==> config.mk <==
export PLATFORM = sky130hd
export DESIGN_NAME = line_editor_with_echo
export DESIGN_NICKNAME = d
export VERILOG_FILES = /design/src/hdl/led_pkg.sv /design/src/hdl/led_front.sv /design/src/hdl/led_queue.sv /design/src/hdl/led_back.sv /design/src/hdl/line_editor_with_echo.sv
export SDC_FILE = /design/constraint.sdc
export NUM_CORES = 1
export LEC_CHECK = 0
export BUFFER_PORTS_ARGS = -buffer_cell sky130_fd_sc_hd__buf_4
export CORE_MARGIN = 2
export CORE_UTILIZATION = 61
export DETAILED_ROUTE_END_ITERATION = 7
export PLACE_DENSITY = 0.8
export SLEW_MARGIN = 40
export SYNTH_ARGS = -nofsm -noshare
export SYNTH_HDL_FRONTEND = slang
export SYNTH_SLANG_ARGS = --single-unit
export TNS_END_PERCENT = 1
==> constraint.sdc <==
create_clock -name clock -period 7.55 [get_ports clock]
set_input_delay 0.755 -clock clock [delete_from_list [all_inputs] [get_ports clock]]
set_output_delay 0.755 -clock clock [all_outputs]
set_load 0.02 [all_outputs]
==> src/hdl/led_pkg.sv <==
package led_pkg;

   localparam int BYTE_W = 8;
   localparam int CAP_W = 9;
   localparam int IDX_W = 8;
   localparam int STEP_W = 3;

   localparam int MARK_LIMIT = 256;
   localparam int MAX_LINE_DEFAULT = 256;
   localparam int QUEUE_DEPTH_DEFAULT = 4;

   localparam logic [CAP_W-1:0] CAP_RESET = 9'd256;

   localparam logic [BYTE_W-1:0] CHAR_BS = 8'd8;
   localparam logic [BYTE_W-1:0] CHAR_DEL = 8'd127;
   localparam logic [BYTE_W-1:0] CHAR_CR = 8'd13;
   localparam logic [BYTE_W-1:0] CHAR_LF = 8'd10;
   localparam logic [BYTE_W-1:0] CHAR_SPACE = 8'd32;
   localparam logic [BYTE_W-1:0] CHAR_CARET = 8'd94;
   localparam logic [BYTE_W-1:0] CHAR_ZERO = 8'd48;
   localparam logic [BYTE_W-1:0] CHAR_NUL = 8'd0;
   localparam logic [BYTE_W-1:0] CTRL_OFFSET = 8'd64;
   localparam logic [BYTE_W-1:0] CTRL_LIMIT = 8'd32;

   typedef enum logic [2:0] {
      KIND_PLAIN,
      KIND_CARET,
      KIND_NEWLINE,
      KIND_ERASE_PRINT,
      KIND_ERASE_CTRL
   } kind_type;

   typedef struct packed {
      kind_type kind;
      logic [BYTE_W-1:0] rx_byte;
      logic [IDX_W-1:0] store_index;
      logic line_done;
      logic [CAP_W-1:0] line_length;
   } cmd_type;

   function automatic logic [STEP_W-1:0] run_len(input kind_type k);
      logic [STEP_W-1:0] n;
      case (k)
         KIND_PLAIN: n = 3'd1;
         KIND_CARET: n = 3'd2;
         KIND_NEWLINE: n = 3'd3;
         KIND_ERASE_PRINT: n = 3'd3;
         KIND_ERASE_CTRL: n = 3'd6;
         default: n = 3'd1;
      endcase
      return n;
   endfunction

   function automatic logic [BYTE_W-1:0] echo_char(input kind_type k,
                                                   input logic [STEP_W-1:0] step,
                                                   input logic [BYTE_W-1:0] b);
      logic [BYTE_W-1:0] c;
      case (k)
         KIND_ERASE_CTRL: c = (step == 3'd2 || step == 3'd3) ? CHAR_SPACE : CHAR_BS;
         KIND_ERASE_PRINT: c = (step == 3'd1) ? CHAR_SPACE : CHAR_BS;
         KIND_NEWLINE: c = (step == 3'd2) ? CHAR_LF : CHAR_CR;
         KIND_CARET: begin
            if (step == 3'd0) c = CHAR_CARET;
            else if (b == CHAR_NUL) c = CHAR_ZERO;
            else c = CTRL_OFFSET + b;
         end
         default: c = b;
      endcase
      return c;
   endfunction

endpackage

==> src/hdl/led_front.sv <==
module led_front #(
   parameter int MAX_LINE = led_pkg::MAX_LINE_DEFAULT
) (
   input  logic clock,
   input  logic reset,
   input  logic req_valid,
   output logic req_ready,
   input  logic [led_pkg::BYTE_W-1:0] req_rx_byte,
   input  logic csr_write_enable,
   input  logic [led_pkg::CAP_W-1:0] csr_write_data,
   output logic push_valid,
   input  logic push_ready,
   output led_pkg::cmd_type push_cmd
);
   import led_pkg::*;

   localparam int MARK_DEPTH = (MAX_LINE < MARK_LIMIT) ? MAX_LINE : MARK_LIMIT;
   localparam int POS_W = $clog2(MARK_DEPTH);

   logic [POS_W-1:0] pos_ff, pos_in;
   logic [CAP_W-1:0] cap_ff;
   logic marks_ff [MARK_DEPTH];
   logic mark_rd_ff;

   logic [CAP_W-1:0] eff_cap;
   logic [CAP_W-1:0] next_count;
   logic [BYTE_W-1:0] stored;
   logic is_erase, at_zero, accept, mark_we, mark_wdata;
   logic [POS_W-1:0] rd_addr;

   // capacity clamped to 1 .. mark depth
   always_comb begin
      if (cap_ff == '0) eff_cap = CAP_W'(1);
      else if (cap_ff > CAP_W'(MARK_DEPTH)) eff_cap = CAP_W'(MARK_DEPTH);
      else eff_cap = cap_ff;
   end

   assign is_erase = (req_rx_byte == CHAR_BS) || (req_rx_byte == CHAR_DEL);
   assign at_zero = (pos_ff == '0);
   assign stored = (req_rx_byte == CHAR_CR) ? CHAR_LF : req_rx_byte;
   assign next_count = CAP_W'(pos_ff) + CAP_W'(1);

   assign req_ready = push_ready;
   assign push_valid = req_valid && !(is_erase && at_zero);
   assign accept = req_valid && req_ready;
   assign mark_we = accept && !is_erase;
   assign mark_wdata = (stored < CTRL_LIMIT);

   always_comb begin
      push_cmd = '0;
      push_cmd.rx_byte = req_rx_byte;
      pos_in = pos_ff;
      priority if (is_erase) begin
         push_cmd.kind = mark_rd_ff ? KIND_ERASE_CTRL : KIND_ERASE_PRINT;
         if (accept && !at_zero) pos_in = pos_ff - POS_W'(1);
      end else begin
         if (req_rx_byte == CHAR_CR) push_cmd.kind = KIND_NEWLINE;
         else if (req_rx_byte < CTRL_LIMIT) push_cmd.kind = KIND_CARET;
         else push_cmd.kind = KIND_PLAIN;
         push_cmd.store_index = IDX_W'(pos_ff);
         push_cmd.line_done = (req_rx_byte == CHAR_CR) || (next_count >= eff_cap);
         push_cmd.line_length = push_cmd.line_done ? next_count : '0;
         if (accept) pos_in = push_cmd.line_done ? '0 : next_count[POS_W-1:0];
      end
   end

   // keep the mark of the last stored char prefetched
   assign rd_addr = (pos_in == '0) ? '0 : pos_in - POS_W'(1);

   always_ff @(posedge clock) begin
      if (reset) begin
         pos_ff <= '0;
         cap_ff <= CAP_RESET;
      end else begin
         pos_ff <= pos_in;
         if (csr_write_enable) cap_ff <= csr_write_data;
      end
   end

   always_ff @(posedge clock) begin
      if (mark_we) marks_ff[pos_ff] <= mark_wdata;
      if (mark_we && (pos_ff == rd_addr)) mark_rd_ff <= mark_wdata;
      else mark_rd_ff <= marks_ff[rd_addr];
   end

   a_erase_at_zero_silent: assert property (@(posedge clock) disable iff (reset)
      (req_valid && is_erase && at_zero) |-> !push_valid)
      else $error("erase at position zero queued a command");

   a_done_clears_position: assert property (@(posedge clock) disable iff (reset)
      (accept && push_valid && push_cmd.line_done) |=> (pos_ff == '0))
      else $error("position not cleared after line completion");

endmodule

==> src/hdl/led_queue.sv <==
module led_queue #(
   parameter int DEPTH = led_pkg::QUEUE_DEPTH_DEFAULT
) (
   input  logic clock,
   input  logic reset,
   input  logic in_valid,
   output logic in_ready,
   input  led_pkg::cmd_type in_cmd,
   output logic out_valid,
   input  logic out_ready,
   output led_pkg::cmd_type out_cmd
);
   import led_pkg::*;

   localparam int PTR_W = $clog2(DEPTH);
   localparam int CNT_W = $clog2(DEPTH + 1);

   cmd_type slot_ff [DEPTH];
   logic [PTR_W-1:0] wr_ptr_ff, wr_ptr_in, rd_ptr_ff, rd_ptr_in;
   logic [CNT_W-1:0] count_ff, count_in;
   logic push, pop;

   assign in_ready = (count_ff != CNT_W'(DEPTH));
   assign out_valid = (count_ff != '0);
   assign out_cmd = slot_ff[rd_ptr_ff];
   assign push = in_valid && in_ready;
   assign pop = out_valid && out_ready;

   always_comb begin
      wr_ptr_in = wr_ptr_ff;
      rd_ptr_in = rd_ptr_ff;
      count_in = count_ff;
      if (push) wr_ptr_in = (wr_ptr_ff == PTR_W'(DEPTH - 1)) ? '0 : wr_ptr_ff + PTR_W'(1);
      if (pop) rd_ptr_in = (rd_ptr_ff == PTR_W'(DEPTH - 1)) ? '0 : rd_ptr_ff + PTR_W'(1);
      if (push && !pop) count_in = count_ff + CNT_W'(1);
      else if (pop && !push) count_in = count_ff - CNT_W'(1);
   end

   always_ff @(posedge clock) begin
      if (reset) begin
         wr_ptr_ff <= '0;
         rd_ptr_ff <= '0;
         count_ff <= '0;
      end else begin
         wr_ptr_ff <= wr_ptr_in;
         rd_ptr_ff <= rd_ptr_in;
         count_ff <= count_in;
      end
   end

   always_ff @(posedge clock) begin
      if (push) slot_ff[wr_ptr_ff] <= in_cmd;
   end

   a_count_bounded: assert property (@(posedge clock) disable iff (reset)
      count_ff <= CNT_W'(DEPTH))
      else $error("queue count overflow");

endmodule

==> src/hdl/led_back.sv <==
module led_back (
   input  logic clock,
   input  logic reset,
   input  logic head_valid,
   output logic head_ready,
   input  led_pkg::cmd_type head_cmd,
   output logic rsp_valid,
   input  logic rsp_ready,
   output logic [led_pkg::BYTE_W-1:0] rsp_echo_byte,
   output logic rsp_last_of_run,
   output logic rsp_store_valid,
   output logic [led_pkg::IDX_W-1:0] rsp_store_index,
   output logic [led_pkg::BYTE_W-1:0] rsp_store_value,
   output logic rsp_line_done,
   output logic [led_pkg::CAP_W-1:0] rsp_line_length
);
   import led_pkg::*;

   logic [STEP_W-1:0] step_ff, step_in;
   logic valid_ff, valid_in;
   logic [BYTE_W-1:0] echo_ff, store_value_ff;
   logic last_ff, store_valid_ff, done_ff;
   logic [IDX_W-1:0] store_index_ff;
   logic [CAP_W-1:0] length_ff;

   logic load, take, is_last, is_store;

   assign load = !valid_ff || rsp_ready;
   assign take = head_valid && load;
   assign is_last = (step_ff == run_len(head_cmd.kind) - STEP_W'(1));
   assign head_ready = take && is_last;
   assign is_store = (head_cmd.kind != KIND_ERASE_CTRL) &&
                     (head_cmd.kind != KIND_ERASE_PRINT);

   always_comb begin
      step_in = step_ff;
      valid_in = valid_ff;
      if (load) valid_in = head_valid;
      if (take) step_in = is_last ? '0 : step_ff + STEP_W'(1);
   end

   always_ff @(posedge clock) begin
      if (reset) begin
         valid_ff <= 1'b0;
         step_ff <= '0;
      end else begin
         valid_ff <= valid_in;
         step_ff <= step_in;
      end
   end

   // echo byte on every step; store and line fields only on the last byte of a run
   always_ff @(posedge clock) begin
      if (take) begin
         echo_ff <= echo_char(head_cmd.kind, step_ff, head_cmd.rx_byte);
         last_ff <= is_last;
         store_valid_ff <= is_last && is_store;
         store_index_ff <= (is_last && is_store) ? head_cmd.store_index : '0;
         if (is_last && is_store)
            store_value_ff <= (head_cmd.kind == KIND_NEWLINE) ? CHAR_LF : head_cmd.rx_byte;
         else
            store_value_ff <= '0;
         done_ff <= is_last && head_cmd.line_done;
         length_ff <= (is_last && head_cmd.line_done) ? head_cmd.line_length : '0;
      end
   end

   assign rsp_valid = valid_ff;
   assign rsp_echo_byte = echo_ff;
   assign rsp_last_of_run = last_ff;
   assign rsp_store_valid = store_valid_ff;
   assign rsp_store_index = store_index_ff;
   assign rsp_store_value = store_value_ff;
   assign rsp_line_done = done_ff;
   assign rsp_line_length = length_ff;

   a_step_in_run: assert property (@(posedge clock) disable iff (reset)
      head_valid |-> (step_ff < run_len(head_cmd.kind)))
      else $error("echo step beyond run length");

   a_done_on_last: assert property (@(posedge clock) disable iff (reset)
      (valid_ff && (done_ff || store_valid_ff)) |-> last_ff)
      else $error("line or store flag away from last echo byte");

endmodule

==> src/hdl/line_editor_with_echo.sv <==
// Line editor with echo: each received byte (req_ transaction) is classified, a non-erase byte is stored
// at the current line position, and a run of echo bytes leaves on the rsp_ channel, one byte per
// transaction; the last byte of a run carries last_of_run plus the store and line-complete
// fields. A request is taken whenever the command queue has room (QUEUE_DEPTH
// commands), so requests may arrive back to back; the response side moves one echo byte per
// cycle while rsp_ready holds, and a run is 1 byte for a printable byte, 2 for a control
// byte, 3 for CR or erasing a printable char, 6 for erasing a control char. Erase (8 or 127)
// at position zero is taken and produces no response. csr_write_data sets the line capacity
// (reset 256, 0 acts as 1, clamped to min(MAX_LINE, 256)); write it only while idle. The
// per-position control marks live in a plain memory with no clearing after reset.
module line_editor_with_echo #(
   parameter int MAX_LINE = led_pkg::MAX_LINE_DEFAULT,
   parameter int QUEUE_DEPTH = led_pkg::QUEUE_DEPTH_DEFAULT
) (
   input  logic clock,
   input  logic reset,
   // request channel
   input  logic req_valid,
   output logic req_ready,
   input  logic [led_pkg::BYTE_W-1:0] req_rx_byte,
   // capacity register
   input  logic csr_write_enable,
   input  logic [led_pkg::CAP_W-1:0] csr_write_data,
   // response channel
   output logic rsp_valid,
   input  logic rsp_ready,
   output logic [led_pkg::BYTE_W-1:0] rsp_echo_byte,
   output logic rsp_last_of_run,
   output logic rsp_store_valid,
   output logic [led_pkg::IDX_W-1:0] rsp_store_index,
   output logic [led_pkg::BYTE_W-1:0] rsp_store_value,
   output logic rsp_line_done,
   output logic [led_pkg::CAP_W-1:0] rsp_line_length
);
   import led_pkg::*;

   // front to queue
   logic push_valid, push_ready;
   cmd_type push_cmd;
   // queue to back
   logic head_valid, head_ready;
   cmd_type head_cmd;

   // front: classify, track position and marks, build one command per request, none for an erase at position zero
   led_front #(
      .MAX_LINE(MAX_LINE)
   ) u_front (
      .clock(clock),
      .reset(reset),
      .req_valid(req_valid),
      .req_ready(req_ready),
      .req_rx_byte(req_rx_byte),
      .csr_write_enable(csr_write_enable),
      .csr_write_data(csr_write_data),
      .push_valid(push_valid),
      .push_ready(push_ready),
      .push_cmd(push_cmd)
   );

   // short command queue so front and back stall independently
   led_queue #(
      .DEPTH(QUEUE_DEPTH)
   ) u_queue (
      .clock(clock),
      .reset(reset),
      .in_valid(push_valid),
      .in_ready(push_ready),
      .in_cmd(push_cmd),
      .out_valid(head_valid),
      .out_ready(head_ready),
      .out_cmd(head_cmd)
   );

   // back: step through the echo run into the response register
   led_back u_back (
      .clock(clock),
      .reset(reset),
      .head_valid(head_valid),
      .head_ready(head_ready),
      .head_cmd(head_cmd),
      .rsp_valid(rsp_valid),
      .rsp_ready(rsp_ready),
      .rsp_echo_byte(rsp_echo_byte),
      .rsp_last_of_run(rsp_last_of_run),
      .rsp_store_valid(rsp_store_valid),
      .rsp_store_index(rsp_store_index),
      .rsp_store_value(rsp_store_value),
      .rsp_line_done(rsp_line_done),
      .rsp_line_length(rsp_line_length)
   );

endmodule

==> results_dict.tcl <==
set metrics [dict create \
    finalCriticalPeriod_ns 4.37 \
    area_delta_synth_final_pct 10.9 \
    setup-tns-final_ns 0 \
    synth.distinct_cells 80 \
    start_kind "flip-flop" \
    path_class "flip-flop to flip-flop" \
    hp-class "input pin to flip-flop" \
    firstDrtPassIters 6 \
    holdCritStartpoint "csr_write_data[8]" \
    max_freq_mhz 229 \
    drc_errors 0 \
    status "completed" \
    final.fill_count 2098 \
    r2r-start "u_front.pos_ff[0]" \
    initial_core_util_pct 62.3 \
    hold_path_end "u_front.cap_ff[8]" \
    dieArea_sq_mm 0.0339 \
    cts_tree "built" \
    fin_crit_sh_pct 57.8 \
    grt_pass1_vias 11882 \
    maxCapViolCount 0 \
    finalMaxSlewViolations 0 \
    grt_start_max_net_pins 261 \
    power_density_mw_per_mm2 334 \
    synth_seq_cells 446 \
    drt_wl_total_microns 43100 \
    yosys.area.top_type_share_pct 62.0 \
    antenna_left 0 \
    yosys_warnings 0 \
    core_area_sq_mm 0.0317 \
    crit_family "simple AND/OR/NAND/NOR gates" \
    critical_path.slowest_cell "dfxtp_1" \
    seq_area_frac_synth_pct 65.8 \
    dr_total_vias 11889 \
    reg2reg_slack_ns 3.18 \
    grt-ovfl-total 0 \
    hold_depth 3 \
    cp.arrival_ns 4.81 \
    cts_inserted_buffers 46 \
    grt_pass1_wl_microns 66700 \
    ys.flop_type "edfxtp_1" \
    place.gp.congestion 0.872 \
    end_kind "flip-flop" \
    async_flop_share_pct 0 \
    synth_area_leader_cell "edfxtp_1" \
    h-tree-depth 2 \
    skew_ns 0.0342 \
    synth.most_common_cell "edfxtp_1" \
    tightest_slew_ns 0.899 \
    critPathMostFrequentCell "ha_1" \
    fin_nets 1494 \
    ff_latch_area_sq_mm 0.0130 \
    peakVddDrop_uv 224 \
    synth_enable_flop_cells 408 \
    relSlewSlack_pct 39.9 \
    die_x_microns 184 \
    syn_area_per_cell_sq_um 13.9 \
    wl_per_cell_microns 22.9 \
    cts_buffer_depth 3 \
    dieHeight_microns 184 \
    ys_top_cells_by_count "edfxtp_1 (408), nor2_1 (330), mux4_2 (78), nand2_1 (66), clkbuf_1 (60)" \
    slowest_delay_ns 0.68 \
    syn_nets 1468 \
    viasPerCell 6.31 \
    required_ns 7.99 \
    io_buffers 59 \
    cts_resized 0 \
    globalRouteTotalUtil_pct 26.1 \
    layout-drive-gt1-share_pct 17.7 \
    timing.final.hold_violations 0 \
    setup_viol 0 \
    cp_max_fo 12 \
    place_hpwl_microns 26700 \
    multi_input_area_sq_mm 0.00621 \
    synthTopCellsByArea "edfxtp_1 (62%), mux4_2 (8.9%), nor2_1 (6.3%)" \
    rsz0062_at_grt "false" \
    leakagePower_nw 7.29 \
    drtIter0Drc 1316 \
    antenna_found_initial 0 \
    r2r_cells 14 \
    clk_pin_slew_ns 0.06 \
    critPathLaunch "u_front.pos_ff[0]" \
    syn_area_sq_mm 0.0198 \
    rows 65 \
    cts_root_buffer "clkbuf_16" \
    p_total_mw 7.33 \
    syn_inst 1417 \
    cts_setup_buffers 0 \
    ios 60 \
    crit_chain "ha_1 -> nand2_1 -> nor2_1 -> xor2_1 -> ha_1 -> and4_1 -> o211a_1 -> o31a_1 -> nor3_2 -> a211oi_4 -> ha_1 -> a21boi_1 -> nor3b_4 -> nor2_1" \
    worst-path-buf-inv 0 \
    num_antenna_cells 0 \
    cts_sinks 446 \
    cts_hold_buf 0 \
    fin_util_pct 69.1 \
    clkLatencyLatePin_ns 0.56 \
]
## power breakdown
group          switching, mW  internal (mW)  total, mW
registers              0.191           2.97       3.16
logic                   1.14          0.835       1.97
clock network          0.937           1.26       2.20
total                   2.27           5.06       7.33
## per-stage QoR
step | area (sq um) | hold WS [ns] | cells | worst slack (ns)
5_1_grt | 21900 | 0.425 | 1883 | 2.85
3_3_place_gp | 20400 | 0.457 | 1795 | 3.49
4_1_cts | 21900 | 0.406 | 1881 | 3.26
2_1_floorplan | 19800 | 0.461 | 1417 | 1.19
6_report | 21900 | 0.422 | 1883 | 3.18
3_5_place_dp | 20400 | 0.473 | 1795 | 3.30
## per-layer routing
layer	GRT usage, %	wire (microns)	part of all wire [%]
met1	35.0	16900	39
met2	44.6	21600	50
met3	4.64	3520	8.2
met4	7.17	1130	2.6
met5	0	0	0
## tightest hold or removal path: cells and delay by family
kind,cells,cell delay [ns]
AOI/OAI and AO/OA,1,0.07
buffers and inverters,1,0.08
and+or+nand+nor,1,0.04
## worst max-delay path by stage
stage / slack [ns] / cells after the start / end
after floorplan: 1.19 / 10 / flip-flop
after global placement: 3.49 / 14 / flip-flop
after global routing: 2.85 / 15 / flip-flop
final: 3.18 / 14 / flip-flop
after detailed placement: 3.30 / 14 / flip-flop
after CTS: 3.26 / 14 / flip-flop
## cell families (layout without fill, tap and decap cells)
| logic type | after synthesis | in the layout | synth area share [%] |
|---|---|---|---|
| buffers and inverters | 124 | 188 | 2.90 |
| adder cells (fa/ha/maj) | 29 | 29 | 1.87 |
| AND/OR/NAND/NOR | 558 | 558 | 12.9 |
| XOR/XNOR | 13 | 13 | 0.576 |
| flip-flops | 446 | 446 | 65.8 |
| multiplexers | 130 | 130 | 11.5 |
| AO/OA/AOI/OAI | 117 | 117 | 4.42 |
## cells in the final DEF, fill, tap and decap left out, drive strengths merged, types with 6 or more instances in the layout
cell type	Yosys	layout
a21oi	26	26
a22oi	15	15
a31oi	10	10
and2	20	20
and3	14	14
buf	31	70
clkbuf	61	60
clkinv	2	22
dfxtp	38	38
edfxtp	408	408
ha	28	28
inv	30	32
mux2i	48	48
mux4	78	78
nand2	66	66
nand2b	6	6
nand3	35	35
nand4	9	9
nor2	331	331
nor2b	26	26
nor3	20	20
nor4	10	10
o21ai	19	19
xnor2	7	7
xor2	6	6
## state kept, by name, indices dropped and copies added, names as in the netlist, named ones only
name and cells:
u_front.cap_ff 9, u_back.step_ff 3, u_queue.count_ff 3, u_back.rsp_line_length 9, u_back.rsp_store_index 8, u_queue.rd_ptr_ff 2
u_back.rsp_store_value 8, u_queue.wr_ptr_ff 2, u_back.rsp_store_valid 1, u_front.marks_ff 256, u_back.rsp_valid 1, u_back.rsp_echo_byte 8
u_back.rsp_last_of_run 1, u_front.pos_ff 8, u_back.rsp_line_done 1, u_queue.slot_ff 116
## final cells by class
type	count	share of cell area (%)
flip-flops and latches	446	59.4
multi-input cells	847	28.3
clock buffers	60	5.77
repair buffers	70	2.65
well taps	402	2.29
clock inverters	26	0.987
inverters	32	0.548
No activity file was read; power rests on OpenSTA's default activity.
